[src/rngqc_pkg.sv]
// ----------------------------------------------------------------------------
// rngqc_pkg: shared types and constants of the RNG quality checker
// Field widths, register codes, the control word layout and the microcode ROM.
// ----------------------------------------------------------------------------
package rngqc_pkg;

	// Fixed field widths
	localparam int SAMPLE_W   = 32;
	localparam int TOTAL_W    = 31;
	localparam int GAP_W      = 39;
	localparam int CHI_W      = 52;
	localparam int REG_W      = 7;
	localparam int APB_AW     = 4;
	localparam int APB_DW     = 32;
	localparam int M_TDATA_W  = 160;
	localparam int M_PAD_W    = M_TDATA_W - (2 * TOTAL_W + GAP_W + CHI_W);

	// Fixed-point fraction bits
	localparam int GAP_FRAC   = 8;
	localparam int CHI_FRAC   = 16;

	localparam logic [GAP_W-1:0] GAP_MAX = '1;
	localparam logic [CHI_W-1:0] CHI_MAX = '1;

	// Register indexes (byte address / 4)
	localparam logic [1:0] REG_ALPHA = 2'd0;
	localparam logic [1:0] REG_PAT1  = 2'd1;
	localparam logic [1:0] REG_PAT2  = 2'd2;
	localparam logic [1:0] REG_PAT3  = 2'd3;

	localparam logic [REG_W-1:0] ALPHA_RST = 7'd26;
	localparam logic [REG_W-1:0] PAT1_RST  = 7'd3;
	localparam logic [REG_W-1:0] PAT2_RST  = 7'd1;
	localparam logic [REG_W-1:0] PAT3_RST  = 7'd20;

	// Control word
	typedef enum logic [2:0] {
		OP_NOP,
		OP_DIFF,
		OP_LOAD_CHI,
		OP_DIV,
		OP_SAVE_CHI,
		OP_LOAD_GAP,
		OP_SAVE_GAP,
		OP_EMIT
	} op_t;

	typedef enum logic [1:0] {
		MUL_NONE,
		MUL_LL,
		MUL_HL,
		MUL_HH
	} mul_t;

	typedef enum logic [1:0] {
		ACC_NONE,
		ACC_LL,
		ACC_HL,
		ACC_HH
	} acc_t;

	typedef enum logic [1:0] {
		JMP_NONE,
		JMP_BINS,
		JMP_DIV,
		JMP_OUT
	} jmp_t;

	localparam int PC_W = 4;

	typedef struct packed {
		op_t             op;
		mul_t            mul;
		acc_t            acc;
		jmp_t            jmp;
		logic [PC_W-1:0] tgt;
	} cw_t;

	// Program steps
	localparam logic [PC_W-1:0] PC_PRIME    = 4'd0;
	localparam logic [PC_W-1:0] PC_DIFF     = 4'd1;
	localparam logic [PC_W-1:0] PC_MUL_LL   = 4'd2;
	localparam logic [PC_W-1:0] PC_MUL_HL   = 4'd3;
	localparam logic [PC_W-1:0] PC_MUL_HH   = 4'd4;
	localparam logic [PC_W-1:0] PC_ACC_HH   = 4'd5;
	localparam logic [PC_W-1:0] PC_LOAD_CHI = 4'd6;
	localparam logic [PC_W-1:0] PC_DIV_CHI  = 4'd7;
	localparam logic [PC_W-1:0] PC_SAVE_CHI = 4'd8;
	localparam logic [PC_W-1:0] PC_LOAD_GAP = 4'd9;
	localparam logic [PC_W-1:0] PC_DIV_GAP  = 4'd10;
	localparam logic [PC_W-1:0] PC_SAVE_GAP = 4'd11;
	localparam logic [PC_W-1:0] PC_EMIT     = 4'd12;

	// Microcode ROM
	function automatic cw_t ucode(input logic [PC_W-1:0] pc);
		cw_t cw;
		cw = '{op: OP_NOP, mul: MUL_NONE, acc: ACC_NONE, jmp: JMP_NONE, tgt: '0};
		case (pc)
			PC_PRIME: begin
				cw.op = OP_NOP;
			end
			PC_DIFF: begin
				cw.op = OP_DIFF;
			end
			PC_MUL_LL: begin
				cw.mul = MUL_LL;
			end
			PC_MUL_HL: begin
				cw.mul = MUL_HL;
				cw.acc = ACC_LL;
			end
			PC_MUL_HH: begin
				cw.mul = MUL_HH;
				cw.acc = ACC_HL;
			end
			PC_ACC_HH: begin
				cw.acc = ACC_HH;
				cw.jmp = JMP_BINS;
				cw.tgt = PC_DIFF;
			end
			PC_LOAD_CHI: begin
				cw.op = OP_LOAD_CHI;
			end
			PC_DIV_CHI: begin
				cw.op  = OP_DIV;
				cw.jmp = JMP_DIV;
				cw.tgt = PC_DIV_CHI;
			end
			PC_SAVE_CHI: begin
				cw.op = OP_SAVE_CHI;
			end
			PC_LOAD_GAP: begin
				cw.op = OP_LOAD_GAP;
			end
			PC_DIV_GAP: begin
				cw.op  = OP_DIV;
				cw.jmp = JMP_DIV;
				cw.tgt = PC_DIV_GAP;
			end
			PC_SAVE_GAP: begin
				cw.op = OP_SAVE_GAP;
			end
			PC_EMIT: begin
				cw.op  = OP_EMIT;
				cw.jmp = JMP_OUT;
				cw.tgt = PC_EMIT;
			end
			default: begin
				cw.op = OP_NOP;
			end
		endcase
		return cw;
	endfunction

endpackage

[src/rng_quality_chi_square_cat_test_top.sv]
// ----------------------------------------------------------------------------
// rng_quality_chi_square_cat_test_top: chi-square and pattern test on samples
// Samples arrive on the slave stream, one transfer per cycle, each binned into
// NUM_BINS equal bins and mapped to a letter ceil(A*u) for a three-letter
// pattern search. The transfer with tlast closes the run: the input stalls
// while a microcoded sequencer sums the squared bin deviations with a shared
// half-width multiplier and runs two bit-per-cycle divisions (chi-square, then
// mean gap) on a dividend of NUM_W = 2*(COUNT_BITS+clog2(NUM_BINS)) +
// clog2(NUM_BINS) + 16 bits. Before it emits, the sequencer waits for the
// output register to drain. The result transfer then holds on the master
// stream while the next run streams in. Bin counts are kept in a small memory
// with per-bin valid flags, so no clearing pass is needed between runs.
// ----------------------------------------------------------------------------
module rng_quality_chi_square_cat_test_top #(
	parameter int NUM_BINS    = 10,
	parameter int SAMPLE_BITS = 32,
	parameter int COUNT_BITS  = 31
) (
	input  logic                                clk,
	input  logic                                arst_n,
	// configuration
	input  logic                                psel,
	input  logic                                penable,
	input  logic                                pwrite,
	input  logic [rngqc_pkg::APB_AW-1:0]        paddr,
	input  logic [rngqc_pkg::APB_DW-1:0]        pwdata,
	output logic [rngqc_pkg::APB_DW-1:0]        prdata,
	output logic                                pready,
	// samples
	input  logic                                s_axis_tvalid,
	output logic                                s_axis_tready,
	input  logic [rngqc_pkg::SAMPLE_W-1:0]      s_axis_tdata,  // sample[31:0]
	input  logic                                s_axis_tlast,  // last
	// results
	output logic                                m_axis_tvalid,
	input  logic                                m_axis_tready,
	// sample_total[30:0], match_total[61:31], mean_gap[100:62],
	// chi_square[152:101], zero[159:153]
	output logic [rngqc_pkg::M_TDATA_W-1:0]     m_axis_tdata
);

	localparam int SB    = SAMPLE_BITS;
	localparam int CW    = COUNT_BITS;
	localparam int IW    = $clog2(NUM_BINS);
	localparam int KB_W  = CW + IW;                  // NUM_BINS*count, |diff|
	localparam int HW    = (KB_W + 1) / 2;           // multiplier operand width
	localparam int SW    = 2 * KB_W + IW;            // sum of squares
	localparam int TW    = 4 * HW + SW;
	localparam int NUM_W = SW + rngqc_pkg::CHI_FRAC; // dividend width
	localparam int IT_W  = $clog2(NUM_W + 1);
	localparam int RW    = rngqc_pkg::REG_W;
	localparam int QW    = rngqc_pkg::CHI_W;
	localparam int GW    = rngqc_pkg::GAP_W;
	localparam int OW    = rngqc_pkg::TOTAL_W;

	function automatic logic [CW-1:0] sat_inc(input logic [CW-1:0] v);
		return (&v) ? v : v + CW'(1);
	endfunction

	function automatic logic [OW-1:0] fit_total(input logic [CW-1:0] v);
		logic [CW+OW-1:0] t;
		t = {{OW{1'b0}}, v};
		return t[OW-1:0];
	endfunction

	// ------------------------------------------------------------------------
	// Configuration registers
	// ------------------------------------------------------------------------
	logic [RW-1:0] alpha_q, pat1_q, pat2_q, pat3_q;
	logic          cfg_we;

	assign pready = 1'b1;
	assign cfg_we = psel && penable && pwrite && pready;

	always_ff @(posedge clk or negedge arst_n) begin
		if (!arst_n) begin
			alpha_q <= rngqc_pkg::ALPHA_RST;
			pat1_q  <= rngqc_pkg::PAT1_RST;
			pat2_q  <= rngqc_pkg::PAT2_RST;
			pat3_q  <= rngqc_pkg::PAT3_RST;
		end else if (cfg_we) begin
			case (paddr[3:2])
				rngqc_pkg::REG_ALPHA: alpha_q <= pwdata[RW-1:0];
				rngqc_pkg::REG_PAT1:  pat1_q  <= pwdata[RW-1:0];
				rngqc_pkg::REG_PAT2:  pat2_q  <= pwdata[RW-1:0];
				rngqc_pkg::REG_PAT3:  pat3_q  <= pwdata[RW-1:0];
				default: ;
			endcase
		end
	end

	always_comb begin
		case (paddr[3:2])
			rngqc_pkg::REG_ALPHA: prdata = rngqc_pkg::APB_DW'(alpha_q);
			rngqc_pkg::REG_PAT1:  prdata = rngqc_pkg::APB_DW'(pat1_q);
			rngqc_pkg::REG_PAT2:  prdata = rngqc_pkg::APB_DW'(pat2_q);
			rngqc_pkg::REG_PAT3:  prdata = rngqc_pkg::APB_DW'(pat3_q);
			default:              prdata = '0;
		endcase
	end

	// ------------------------------------------------------------------------
	// Per-sample path
	// ------------------------------------------------------------------------
	logic                       busy_q;
	logic                       s_fire;
	logic [SB+rngqc_pkg::SAMPLE_W-1:0] s_wide;
	logic [SB-1:0]              s_in;
	logic [SB+IW-1:0]           pb;
	logic [IW-1:0]              bin_in;
	logic [SB+RW-1:0]           pl;
	logic [RW-1:0]              letter;
	logic                       match;

	logic [CW-1:0]              samples_q, matches_q, first_q, latest_q;
	logic [RW-1:0]              prev_q, lbp_q;

	assign s_axis_tready = !busy_q;
	assign s_fire        = s_axis_tvalid && s_axis_tready;

	assign s_wide = {{SB{1'b0}}, s_axis_tdata};
	assign s_in   = s_wide[SB-1:0];
	assign pb     = (SB+IW)'(s_in) * (SB+IW)'(NUM_BINS);
	assign bin_in = pb[SB+IW-1:SB];
	assign pl     = (SB+RW)'(s_in) * (SB+RW)'(alpha_q);
	// ceil: round up whenever the fraction part is nonzero
	assign letter = pl[SB+RW-1:SB] + RW'(pl[SB-1:0] != '0);
	assign match  = (samples_q >= CW'(2)) && (lbp_q == pat1_q) &&
	                (prev_q == pat2_q) && (letter == pat3_q);

	// ------------------------------------------------------------------------
	// Bin count memory, one read port, write in the cycle after the transfer
	// ------------------------------------------------------------------------
	logic [CW-1:0]       bin_mem [NUM_BINS];
	logic [NUM_BINS-1:0] vld_q;
	logic [IW-1:0]       bin_s1;
	logic                wr_s1_q;
	logic [IW-1:0]       rd_addr;
	logic [CW-1:0]       mem_rd_q, byp_val_q;
	logic                byp_q, hit_q;
	logic [CW-1:0]       count_rd;
	logic [CW-1:0]       inc_s1;
	logic [IW-1:0]       bin_cnt_q;

	assign rd_addr  = busy_q ? bin_cnt_q : bin_in;
	assign count_rd = byp_q ? byp_val_q : (hit_q ? mem_rd_q : '0);
	assign inc_s1   = sat_inc(count_rd);

	always_ff @(posedge clk) begin
		if (wr_s1_q) begin
			bin_mem[bin_s1] <= inc_s1;
		end
		mem_rd_q  <= bin_mem[rd_addr];
		byp_val_q <= inc_s1;
		if (s_fire) begin
			bin_s1 <= bin_in;
		end
	end

	// ------------------------------------------------------------------------
	// Sequencer
	// ------------------------------------------------------------------------
	rngqc_pkg::cw_t           cw;
	logic [rngqc_pkg::PC_W-1:0] pc_q;
	logic                     take;
	logic                     out_busy;
	logic                     emit_fire;
	logic                     last_bin_q;

	logic [KB_W-1:0]          kb, nn, diff_nx;
	logic [KB_W-1:0]          diff_q;
	logic [HW-1:0]            op_h, op_l, ma, mb;
	logic [2*HW-1:0]          prod_q;
	logic [TW-1:0]            term;
	logic [SW-1:0]            acc_q;

	logic [NUM_W-1:0]         num_q;
	logic [KB_W-1:0]          rem_q, dvsr_q;
	logic [KB_W:0]            trial;
	logic                     ge;
	logic [QW-1:0]            quo_q;
	logic                     sat_q;
	logic [IT_W-1:0]          it_q;
	logic [CW-1:0]            span;

	logic [QW-1:0]            chi_q;
	logic [GW-1:0]            gap_q;

	logic                     out_valid_q;
	logic [OW-1:0]            samp_o, match_o;
	logic [GW-1:0]            gap_o;
	logic [QW-1:0]            chi_o;

	assign cw        = rngqc_pkg::ucode(pc_q);
	assign out_busy  = out_valid_q && !m_axis_tready;
	assign emit_fire = busy_q && (cw.op == rngqc_pkg::OP_EMIT) && !out_busy;

	always_comb begin
		case (cw.jmp)
			rngqc_pkg::JMP_BINS: take = !last_bin_q;
			rngqc_pkg::JMP_DIV:  take = (it_q != IT_W'(1));
			rngqc_pkg::JMP_OUT:  take = out_busy;
			default:             take = 1'b0;
		endcase
	end

	assign kb      = KB_W'(count_rd) * KB_W'(NUM_BINS);
	assign nn      = KB_W'(samples_q);
	assign diff_nx = (kb >= nn) ? kb - nn : nn - kb;

	// diff = h*2^HW + l; diff^2 = l*l + (h*l)<<(HW+1) + (h*h)<<(2*HW)
	assign op_h = HW'(diff_q >> HW);
	assign op_l = diff_q[HW-1:0];

	always_comb begin
		case (cw.mul)
			rngqc_pkg::MUL_HL: begin
				ma = op_h;
				mb = op_l;
			end
			rngqc_pkg::MUL_HH: begin
				ma = op_h;
				mb = op_h;
			end
			default: begin
				ma = op_l;
				mb = op_l;
			end
		endcase
	end

	always_comb begin
		case (cw.acc)
			rngqc_pkg::ACC_LL: term = TW'(prod_q);
			rngqc_pkg::ACC_HL: term = TW'(prod_q) << (HW + 1);
			rngqc_pkg::ACC_HH: term = TW'(prod_q) << (2 * HW);
			default:           term = '0;
		endcase
	end

	assign trial = {rem_q, num_q[NUM_W-1]};
	assign ge    = trial >= {1'b0, dvsr_q};
	assign span  = latest_q - first_q;

	// Control and run state
	always_ff @(posedge clk or negedge arst_n) begin
		if (!arst_n) begin
			busy_q     <= 1'b0;
			pc_q       <= rngqc_pkg::PC_PRIME;
			samples_q  <= '0;
			matches_q  <= '0;
			first_q    <= '0;
			latest_q   <= '0;
			prev_q     <= '0;
			lbp_q      <= '0;
			wr_s1_q    <= 1'b0;
			vld_q      <= '0;
			byp_q      <= 1'b0;
			hit_q      <= 1'b0;
			bin_cnt_q  <= '0;
			last_bin_q <= 1'b0;
			acc_q      <= '0;
			rem_q      <= '0;
			dvsr_q     <= '0;
			sat_q      <= 1'b0;
			it_q       <= '0;
			out_valid_q <= 1'b0;
		end else begin
			wr_s1_q <= s_fire;
			byp_q   <= wr_s1_q && (rd_addr == bin_s1);
			hit_q   <= vld_q[rd_addr];
			if (wr_s1_q) begin
				vld_q[bin_s1] <= 1'b1;
			end

			if (s_fire) begin
				if (match) begin
					if (matches_q == '0) begin
						first_q <= samples_q - CW'(2);
					end
					latest_q  <= samples_q - CW'(2);
					matches_q <= sat_inc(matches_q);
				end
				lbp_q     <= prev_q;
				prev_q    <= letter;
				samples_q <= sat_inc(samples_q);
				if (s_axis_tlast) begin
					busy_q <= 1'b1;
				end
			end else if (emit_fire) begin
				busy_q    <= 1'b0;
				samples_q <= '0;
				matches_q <= '0;
				first_q   <= '0;
				latest_q  <= '0;
				prev_q    <= '0;
				lbp_q     <= '0;
				vld_q     <= '0;
				acc_q     <= '0;
			end

			if (busy_q) begin
				if (take) begin
					pc_q <= cw.tgt;
				end else if (cw.op == rngqc_pkg::OP_EMIT) begin
					pc_q <= rngqc_pkg::PC_PRIME;
				end else begin
					pc_q <= pc_q + rngqc_pkg::PC_W'(1);
				end

				if (cw.acc != rngqc_pkg::ACC_NONE) begin
					acc_q <= acc_q + term[SW-1:0];
				end

				case (cw.op)
					rngqc_pkg::OP_DIFF: begin
						last_bin_q <= (bin_cnt_q == IW'(NUM_BINS - 1));
						bin_cnt_q  <= (bin_cnt_q == IW'(NUM_BINS - 1)) ? '0 :
						              bin_cnt_q + IW'(1);
					end
					rngqc_pkg::OP_LOAD_CHI: begin
						rem_q  <= '0;
						dvsr_q <= KB_W'(samples_q) * KB_W'(NUM_BINS);
						sat_q  <= 1'b0;
						it_q   <= IT_W'(NUM_W);
					end
					rngqc_pkg::OP_LOAD_GAP: begin
						rem_q  <= '0;
						dvsr_q <= KB_W'(matches_q - CW'(1));
						sat_q  <= 1'b0;
						it_q   <= IT_W'(NUM_W);
					end
					rngqc_pkg::OP_DIV: begin
						rem_q <= ge ? KB_W'(trial - {1'b0, dvsr_q}) : KB_W'(trial);
						// a one leaving the quotient register means overflow
						sat_q <= sat_q | quo_q[QW-1];
						it_q  <= it_q - IT_W'(1);
					end
					default: ;
				endcase
			end

			if (emit_fire) begin
				out_valid_q <= 1'b1;
			end else if (m_axis_tready) begin
				out_valid_q <= 1'b0;
			end
		end
	end

	// Datapath payload
	always_ff @(posedge clk) begin
		if (busy_q) begin
			if (cw.mul != rngqc_pkg::MUL_NONE) begin
				prod_q <= ma * mb;
			end
			case (cw.op)
				rngqc_pkg::OP_DIFF: begin
					diff_q <= diff_nx;
				end
				rngqc_pkg::OP_LOAD_CHI: begin
					num_q <= {acc_q, {rngqc_pkg::CHI_FRAC{1'b0}}};
					quo_q <= '0;
				end
				rngqc_pkg::OP_LOAD_GAP: begin
					num_q <= NUM_W'({span, {rngqc_pkg::GAP_FRAC{1'b0}}});
					quo_q <= '0;
				end
				rngqc_pkg::OP_DIV: begin
					num_q <= num_q << 1;
					quo_q <= {quo_q[QW-2:0], ge};
				end
				rngqc_pkg::OP_SAVE_CHI: begin
					chi_q <= sat_q ? rngqc_pkg::CHI_MAX : quo_q;
				end
				rngqc_pkg::OP_SAVE_GAP: begin
					if (matches_q > CW'(1)) begin
						gap_q <= (sat_q || (quo_q[QW-1:GW] != '0)) ?
						         rngqc_pkg::GAP_MAX : quo_q[GW-1:0];
					end else begin
						gap_q <= '0;
					end
				end
				default: ;
			endcase
		end
		if (emit_fire) begin
			samp_o  <= fit_total(samples_q);
			match_o <= fit_total(matches_q);
			gap_o   <= gap_q;
			chi_o   <= chi_q;
		end
	end

	assign m_axis_tvalid = out_valid_q;
	assign m_axis_tdata  = {{rngqc_pkg::M_PAD_W{1'b0}}, chi_o, gap_o, match_o, samp_o};

	// ------------------------------------------------------------------------
	// Assertions
	// ------------------------------------------------------------------------
	a_take_only_idle: assert property (@(posedge clk) disable iff (!arst_n)
		s_fire |-> (pc_q == rngqc_pkg::PC_PRIME))
		else $error("sample transfer while sequencer is running");

	a_last_starts: assert property (@(posedge clk) disable iff (!arst_n)
		(s_fire && s_axis_tlast) |=> busy_q)
		else $error("last sample did not start the result sequence");

	a_result_ends_run: assert property (@(posedge clk) disable iff (!arst_n)
		$rose(m_axis_tvalid) |-> ($fell(busy_q) && (samples_q == '0)))
		else $error("result shown without closing the run");

	a_div_rem: assert property (@(posedge clk) disable iff (!arst_n)
		(dvsr_q != '0) |-> (rem_q < dvsr_q))
		else $error("divider remainder not below divisor");

endmodule

[config.mk]
export PLATFORM = sky130hd
export DESIGN_NAME = rng_quality_chi_square_cat_test_top
export DESIGN_NICKNAME = d
export VERILOG_FILES = /design/src/rngqc_pkg.sv /design/src/rng_quality_chi_square_cat_test_top.sv
export SDC_FILE = /design/constraint.sdc
export NUM_CORES = 2
export LEC_CHECK = 0
export CAP_MARGIN = 20
export CORE_MARGIN = 2
export CORE_UTILIZATION = 60
export CTS_CLUSTER_DIAMETER = 40
export DETAILED_ROUTE_END_ITERATION = 7
export DONT_BUFFER_PORTS = 1
export PLACE_DENSITY = 0.77
export SETUP_SLACK_MARGIN = 0.2
export SYNTH_ARGS = -nofsm -noshare
export SYNTH_HDL_FRONTEND = slang
export SYNTH_SLANG_ARGS = --single-unit
[constraint.sdc]
create_clock -name clk -period 13.62 [get_ports clk]
set_input_delay 1.362 -clock clk [delete_from_list [all_inputs] [get_ports clk]]
set_output_delay 1.362 -clock clk [all_outputs]
set_load 0.1 [all_outputs]
==> qor.yml <==
status: "complete, no violations"
fin_crit_sh_pct: 77.28
grt_pass1_vias: 58550
netlist_area_um2: 79910
syn2layout_area_growth_pct: 8.636
ctsRootBufferMaster: "clkbuf_16"
skew_ns: 0.08052
start_util_pct: 60.63
rows: 133
fp.coreArea_um2: 131800
numCtsBuffers: 144
clkLatencyLatePin_ns: 0.82
dieArea_um2: 136100
htreeDepth: 4
drive_above_1_share_pct: 7.094
globalplace.congestion: 0.9392
layout.nets: 8856
dpl_cell_area_um2: 81510
viasPerCell: 6.093
min_period_ns: 10.53
instances_no_fill: 9697
ctsHoldBuffers: 0
slowest_delay_ns: 0.98
grt_use_met1_pct: 39.87
grt_max_degree: 343
antenna_found_initial: 10
dpl.hpwl_um: 142300
r2r_cells: 33
maxCapViolations: 0
grtUsageMet3_pct: 4.650
ys_warn_count: 0
ys_types: 107
slew_violations: 0
hold_class: "in2async"
grt-busiest-layer: "met2"
synth_ff_type: "edfxtp_1"
drt-initial-drc-count: 5364
synth-seq-cells: 1167
grt_setup_unrepaired: "no"
yosysSeqAreaShare_pct: 40.95
grt_pass1_wl_um: 324200
path_class: "reg2reg"
avgSynthCellArea_um2: 10.08
fp.dieW_um: 369.0
setup_viol: 0
critical_path_required_ns: 14.32
grt_util_met2_pct: 49.37
drc_errors: 0
overflow: 0
cp-start-kind: "register"
portBuffers: 0
die-height_um: 369.0
synth_edf_count: 763
worstMarginPinSlew_ns: 1.125
arrival_ns: 11.23
rrSetupSlack_ns: 3.09
layout_setup_ws_ns: 3.094
fmax_mhz: 95.00
dr.pass1.iters: 8
final_area_um2: 86820
post_cts_buffers: 0
route.vias.total: 59090
finalHoldViolations: 0
dpl.cell_count: 9417
cts_tree: "built"
route.detailed.wl_per_inst_um: 21.05
r2r-end: "first_q[10]$_DFFE_PN0P_"
ios: 271
cp_max_fo: 66
async_flop_share_pct: 29.31
wirelength_um: 204100
endpoint_kind: "register"
maxSlewHeadroom_pct: 25.15
clockBufferDepth: 3
dp_slack_ns: 2.640
clock-sinks: 1167
r2r-start: "alpha_q[4]$_DFFE_PN1P_"
critPathSlowestCell: "dfstp_2"
fillers: 10070
syn-instance-count: 7931
grt_usage_pct: 29.97
cts.repair.resized: 0
clk_pin_slew_worst_paths_ns: 0.06
fin_tns_setup_ns: 0
worst_path_most_repeated_cell: "fa_1"
ant_nets: 0
[synth_stat cells (all sizes together) (53+ instances only)]
library cell  number  area share (%)
nand2           1043             4.9
edfxtp           763              29
inv              703             3.3
ha               555             8.7
o21ai            455             2.9
fa               412              10
nor2             390             1.8
a21oi            371             2.3
dfrtp            334              10
clkbuf           313             1.5
nand3            291             1.8
xnor2            258             2.8
and2             190             1.5
a21o             163             1.5
mux2i            125             1.6
nor3             112            0.71
and3             108            0.85
xor2             108             1.2
nand4             85            0.67
o21a              81            0.76
or2               72            0.56
buf               71            0.57
mux2              69            0.97
dfxtp             62             1.6
o21bai            58            0.54
nand2b            57            0.45
a211oi            55            0.54
nor2b             53            0.41
[registers in the layout, indices dropped and copies added (netlist names), 10 cells and up]
signal / count
prod_q: 36
samples_q: 31
rem_q: 35
diff_q: 35
vld_q: 10
quo_q: 52
bin_mem: 310
chi_o: 52
gap_o: 39
byp_val_q: 31
chi_q: 52
match_o: 31
mem_rd_q: 31
gap_q: 39
samp_o: 31
dvsr_q: 35
num_q: 82
first_q: 31
matches_q: 31
acc_q: 74
latest_q: 31
[layer usage]
layer / share of wire, % / wire length (um)
met1: 41 / 84610
met2: 47 / 96830
met3: 7.1 / 14410
met4: 4.0 / 8209
met5: 0.012 / 24
[cell usage in the layout (no fill, tap or decap), types with 19 or more instances in the layout]
master     synthesis  routed
nand2_1         1042    1042
edfxtp_1         763     763
inv_1            701     697
ha_1             555     555
o21ai_0          448     447
fa_1             412     412
nor2_1           389     381
a21oi_1          371     369
dfrtp_1          334     333
nand3_1          291     291
xnor2_1          256     256
and2_1           190     189
a21o_1           163     163
clkbuf_16          0     144
mux2i_1          124     121
xor2_1           108     108
and3_1           107     106
nor3_1           111     104
nand4_1           85      85
buf_4             37      84
o21a_1            81      81
or2_2             72      71
mux2_2            68      67
dfxtp_1           62      62
o21bai_1          58      58
nand2b_1          57      57
nor2b_1           53      53
a211oi_1          53      53
a22o_1            49      49
a31oi_1           47      46
nor4_1            45      41
o2111ai_1         41      41
a22oi_1           35      35
o211ai_1          34      34
conb_1             2      33
or3_1             31      31
o31ai_1           30      30
o311ai_0          23      23
or4_1             21      21
clkinv_2           0      19
[worst max-delay path, delay by kind of cell, from the launching register on]
family	cells	cell delay, ns
multiplexers	1	0.23
flip-flops	1	0.98
XOR/XNOR	2	0.30
AO/OA/AOI/OAI	8	1.84
buffers and inverters	5	0.75
adder cells (fa/ha/maj)	7	3.04
AND/OR/NAND/NOR	10	3.25
[layout make-up]
cell class                      count  area, um2  share of cell area [%]
Clock inverter                    105       1459                   1.680
Inverter                          706       2659                   3.063
Antenna cell                        6      15.01                 0.01729
Multi-Input combinational cell   5705      43300                   49.88
Timing Repair Buffer               89      753.2                  0.8676
Tap cell                         1755       2196                   2.529
Clock buffer                      164       3709                   4.272
Sequential cell                  1167      32720                   37.69
[metrics by stage]
| step | hold WS, ns | utilization (%) |
|---|---|---|
| 3_5_place_dp | 0.4045 | 61.85 |
| 6_report | 0.2505 | 65.87 |
| 5_1_grt | 0.2199 | 65.86 |
| 4_1_cts | 0.2306 | 65.77 |
| 3_3_place_gp | 0.4022 | 61.85 |
| 2_1_floorplan | 0.4003 | - |
[worst max-delay path by stage]
stage,startpoint,end,slack (ns),depth (start not counted)
2_1_floorplan,s_axis_tdata[3],first_q[22]$_DFFE_PN0P_,4.41,35
3_3_place_gp,s_axis_tdata[3],first_q[0]$_DFFE_PN0P_,2.87,33
3_5_place_dp,s_axis_tdata[3],first_q[10]$_DFFE_PN0P_,2.64,33
4_1_cts,alpha_q[4]$_DFFE_PN1P_,first_q[10]$_DFFE_PN0P_,3.06,32
5_1_grt,alpha_q[4]$_DFFE_PN1P_,first_q[15]$_DFFE_PN0P_,2.64,33
6_report,alpha_q[4]$_DFFE_PN1P_,first_q[10]$_DFFE_PN0P_,3.09,33
[logic make-up after synthesis]
kind of cell,after synthesis,share of synthesized area [%]
simple gates,2553,15.10
mux,203,2.807
other cells,2,0.009398
fa+ha+maj,967,19.01
compound gates,1581,12.69
buf+inv,1090,5.352
flops,1167,40.95
xor+xnor,368,4.086
Power is left out: the tool's default activity adds up to more than one toggle a clock period on the data nets, which glitch-free logic cannot reach.
